===== src/hdl/rotate_image_nearest_defines.svh =====
// assertion macros for the rotate_image_nearest block
`ifndef ROTATE_IMAGE_NEAREST_DEFINES_SVH
`define ROTATE_IMAGE_NEAREST_DEFINES_SVH

// same-cycle implication, checked on every rising clock edge outside reset
`define RIN_ASSERT_NOW(label, ante, cons, msg) \
   label: assert property (@(posedge clock) disable iff (reset) (ante) |-> (cons)) \
      else $error(msg);

// next-cycle implication
`define RIN_ASSERT_NEXT(label, ante, cons, msg) \
   label: assert property (@(posedge clock) disable iff (reset) (ante) |=> (cons)) \
      else $error(msg);

`endif


===== src/hdl/rotimg_pkg.sv =====
// shared constants, types and helpers for the rotate_image_nearest block
package rotimg_pkg;

   localparam int MAX_WIDTH      = 256;
   localparam int MAX_HEIGHT     = 256;
   localparam int COEF_FRAC_BITS = 14;

   // fixed field and register widths
   localparam int COORD_BITS    = 8;
   localparam int PIXEL_BITS    = 32;
   localparam int CSR_SIZE_BITS = 9;
   localparam int COEF_BITS     = 16;
   localparam int CSR_DATA_BITS = 16;
   localparam int CSR_IDX_BITS  = 2;

   // derived widths
   localparam int MAX_DIM      = (MAX_WIDTH > MAX_HEIGHT) ? MAX_WIDTH : MAX_HEIGHT;
   localparam int DIM_BITS     = $clog2(MAX_DIM + 1);
   localparam int DIFF_BITS    = ((DIM_BITS > COORD_BITS) ? DIM_BITS : COORD_BITS) + 1;
   localparam int PROD_BITS    = COEF_BITS + DIFF_BITS;
   localparam int ACC_BITS     = PROD_BITS + 1;
   localparam int POS_BITS     = ACC_BITS - COEF_FRAC_BITS + 1;
   localparam int ROW_IDX_BITS = $clog2(MAX_HEIGHT);
   localparam int COL_IDX_BITS = $clog2(MAX_WIDTH);
   localparam int ADDR_BITS    = ROW_IDX_BITS + COL_IDX_BITS;
   localparam int ROW_EXT_BITS = (ROW_IDX_BITS > COORD_BITS) ? ROW_IDX_BITS : COORD_BITS;
   localparam int COL_EXT_BITS = (COL_IDX_BITS > COORD_BITS) ? COL_IDX_BITS : COORD_BITS;

   // input function codes
   localparam logic FUNC_LOAD  = 1'b0;
   localparam logic FUNC_QUERY = 1'b1;

   // register indexes
   localparam logic [CSR_IDX_BITS-1:0] CSR_IMAGE_WIDTH  = 2'd0;
   localparam logic [CSR_IDX_BITS-1:0] CSR_IMAGE_HEIGHT = 2'd1;
   localparam logic [CSR_IDX_BITS-1:0] CSR_COS_COEF     = 2'd2;
   localparam logic [CSR_IDX_BITS-1:0] CSR_SIN_COEF     = 2'd3;

   // per-cycle command to the shared multiply-accumulate unit
   typedef struct packed {
      logic enable;
      logic clear;
      logic negate;
   } mac_ctrl_type;

   // limit a size register to 1..maxv
   function automatic logic [DIM_BITS-1:0] clamp_dim(input logic [CSR_SIZE_BITS-1:0] v,
                                                     input int maxv);
      logic [DIM_BITS-1:0] res;
      if (v == '0) begin
         res = DIM_BITS'(1);
      end else if (int'(v) > maxv) begin
         res = DIM_BITS'(maxv);
      end else begin
         res = DIM_BITS'(v);
      end
      return res;
   endfunction

endpackage


===== src/hdl/rotimg_mac.sv =====
// shared signed multiply-accumulate unit for the rotation terms
module rotimg_mac (
   input  logic                                   clock,
   input  rotimg_pkg::mac_ctrl_type               ctrl,
   input  logic signed [rotimg_pkg::COEF_BITS-1:0] coef,
   input  logic signed [rotimg_pkg::DIFF_BITS-1:0] operand,
   output logic signed [rotimg_pkg::ACC_BITS-1:0]  acc
);

   logic signed [rotimg_pkg::PROD_BITS-1:0] prod;
   logic signed [rotimg_pkg::ACC_BITS-1:0]  term;
   logic signed [rotimg_pkg::ACC_BITS-1:0]  acc_ff;
   logic signed [rotimg_pkg::ACC_BITS-1:0]  acc_in;

   always_comb begin
      prod = coef * operand;
      term = ctrl.negate ? -rotimg_pkg::ACC_BITS'(prod) : rotimg_pkg::ACC_BITS'(prod);
      if (!ctrl.enable) begin
         acc_in = acc_ff;
      end else if (ctrl.clear) begin
         acc_in = term;
      end else begin
         acc_in = acc_ff + term;
      end
   end

   always_ff @(posedge clock) begin
      acc_ff <= acc_in;
   end

   assign acc = acc_ff;

endmodule


===== config.mk =====
export PLATFORM = sky130hd
export DESIGN_NAME = rotimg_mac
export DESIGN_NICKNAME = d
export VERILOG_FILES = /design/src/hdl/rotate_image_nearest_defines.svh /design/src/hdl/rotimg_pkg.sv /design/src/hdl/rotimg_mac.sv
export SDC_FILE = /design/constraint.sdc
export NUM_CORES = 1
export LEC_CHECK = 0
export BUFFER_PORTS_ARGS = -buffer_cell sky130_fd_sc_hd__buf_2
export CORE_MARGIN = 1.5
export CORE_UTILIZATION = 63
export DETAILED_ROUTE_END_ITERATION = 7
export GPL_ROUTABILITY_DRIVEN = 0
export HOLD_SLACK_MARGIN = 0.12
export PLACE_DENSITY_LB_ADDON = 0.15
export RECOVER_POWER = 100
export SYNTH_ARGS = -nofsm -noshare
export SYNTH_HDL_FRONTEND = slang
export SYNTH_SLANG_ARGS = --single-unit

===== constraint.sdc =====
create_clock -name clock -period 9.79 [get_ports clock]
set_clock_uncertainty 0.15 [all_clocks]
set_input_delay 0 -clock clock [delete_from_list [all_inputs] [get_ports clock]]
set_output_delay 0 -clock clock [all_outputs]
set_load 0.01 [all_outputs]

==> qor.csv <==
metric,value,unit
outcome,"finished, violations left",
violations,"DRC, capacitance limit",
path_buf_inv,7,
core,14600,um2
largest_reg_flops,27,
fin_crit_sh,84.9,%
ys_top_cells_by_area,"fa_1 (30%), ha_1 (12%), edfxtp_1 (8.5%)",
io_pins,57,
postSynthAreaPerCell,8.55,um2
finalSetupViolCount,0,
cts_tree,built,
grt_pass1_wl,34.3,mm
holdBufCountCts,0,
critPathArrivalTime,8.19,ns
synth_edf_count,27,
crit_path_end_kind,register,
cp.required,9.66,ns
relSlewSlack,0.322,%
nFillCells,1306,
antenna_found_initial,0,
async_flop_share,0,%
wl,20.2,mm
final_layout_size_suffix_gt1_share,5.65,%
antennaDiodeCount,0,
wl_per_cell,15.4,um
first_global_vias,7333,
cp_top_family,adder cells,
slew_violations,0,
cts-root-buf,clkbuf_16,
setup_ws,1.47,ns
die_h,126,um
r2r_slack,6.35,ns
routed-via-count,7562,
synth-main-ff-cell,edfxtp_1,
die_w,126,um
grtUsageTotal,26.3,%
synthCells,1110,
critPathKind,in -> reg,
cp_max_fo,16,
synth_top_area_share,29.5,%
drc,8,
place_ws,1.76,ns
cp_slowest_stage_delay,0.56,ns
first_pass_iters,8,
cts_sinks,27,
yosys_warnings,0,
period_minus_slack,8.32,ns
max_freq,0.120,GHz
rsz0062_at_grt,false,
clk_pin_slew,0.07,ns
cp_slowest_cell,fa_1,
clock_latency,0.27,ns
start_kind,input pin,
drt_iter0_markers,337,
drt.antenna.violating_nets,0,
startpoint,operand[1],
ctsLongestPathBuffers,2,
synth_common_cells,"inv_1 (196), fa_1 (140), nand2_1 (122)",
synth_nets,1370,
grt_overflow,0,
yosysUniqueCellTypes,86,
fin_nets,1394,
initial_utilization,64.8,%
hold_start,ctrl[1],
cts_max_level,1,
synth_area,9490,um2
portBuffers,56,
fin_tns_setup,0,ns
yosysTopAreaCell,fa_1,
viasPerCell,5.74,
dieArea,15800,um2
r2r_start,acc[0],
numCtsBuffers,3,
dpl.hpwl,16.7,mm
crit_path_frequent_cell,inv_1,
area_growth_syn_to_layout,4.08,%
hold_viol,0,
ys_ff_latch,27,
ys_seq_area_share,8.55,%
drv_cap,1,
min_path_type,in -> reg,
rows,44,
synth.most_common_cell,inv_1,
grt_max_degree,31,
tightest_slew,1.50,ns
cts_setup_buffers,0,
cts_resized,0,
-- area by class of cell --
type	instances	area [um2]	area share [%]
Sequential cell	27	811	8.21
Tap cell	184	230	2.33
Timing Repair Buffer	56	244	2.47
Inverter	197	739	7.49
Clock inverter	1	5.00	0.0507
Multi-Input combinational cell	849	7770	78.7
Clock buffer	3	75.1	0.760
-- worst reg2reg max path, cell delays in order (launching register included) --
cell       delay (ns)
edfxtp_1         0.39
ha_1             0.24
fa_1             0.41
a21oi_1          0.22
nor2_1           0.09
o31a_1           0.32
o311ai_0         0.62
and3_1           0.31
nor2_1           0.06
xnor2_1          0.18
o2bb2ai_1        0.13
nor3_1           0.06
-- path summary, 6_finish.rpt --
| path | endpoint | depth (start not counted) |
|---|---|---|
| hold / removal | acc[8] | 2 |
| setup / recovery | acc[26] | 32 |
| hold reg to reg | acc[0] | 2 |
| setup reg to reg | acc[24] | 11 |
-- layer usage --
| layer | track usage [%] | share of wire (%) | vias up |
|---|---|---|---|
| met2 | 44.0 | 45 | 251 |
| met5 | 0 | 0 | - |
| met1 | 36.8 | 45 | 3594 |
| met4 | 7.18 | 2.4 | 0 |
| met3 | 2.46 | 6.7 | 40 |
| li1 | - | - | 3677 |
-- metrics by stage --
step | hold WS (ns) | std cells | instance area, um2 | utilization (%)
2_1_floorplan | -0.0375 | 1110 | 9490 | -
3_3_place_gp | 0.301 | 1313 | 9850 | 67.3
3_5_place_dp | 0.304 | 1313 | 9850 | 67.3
4_1_cts | 0.141 | 1317 | 9930 | 67.8
5_1_grt | 0.230 | 1317 | 9870 | 67.4
6_report | 0.204 | 1317 | 9870 | 67.4
-- cell usage in the layout (no fill, tap or decap), drive strengths merged, types with 3 or more instances in the layout --
master	instances
clkbuf	32
o21ai	45
nor3	23
a21o	11
nand2	122
a211o	4
nor4b	3
a21oi	39
nand2b	17
mux2	7
mux2i	4
and2	62
inv	196
xor2	18
edfxtp	27
nand3	21
o31ai	8
ha	90
nor4	5
fa	140
or3	6
xnor2	49
o21a	6
o311ai	4
a21boi	4
a211oi	11
a2111oi	4
o211ai	10
nand4	9
buf	27
nor2b	8
nor2	62
and3	9
a31oi	7
-- kinds of logic (layout without fill, tap and decap cells) --
| group | Yosys count | in the layout | share of synthesized area, % |
|---|---|---|---|
| AO/OA/AOI/OAI | 180 | 180 | 13.8 |
| XOR/XNOR | 67 | 67 | 6.26 |
| adder cells (fa/ha/maj) | 230 | 230 | 41.4 |
| buffers and inverters | 234 | 257 | 9.35 |
| flip-flops | 27 | 27 | 8.55 |
| multiplexers | 11 | 11 | 1.25 |
| AND/OR/NAND/NOR | 361 | 361 | 19.3 |
Power is not shown: default switching activity piles up to over one toggle a cycle in this logic, so the estimate is an artifact.
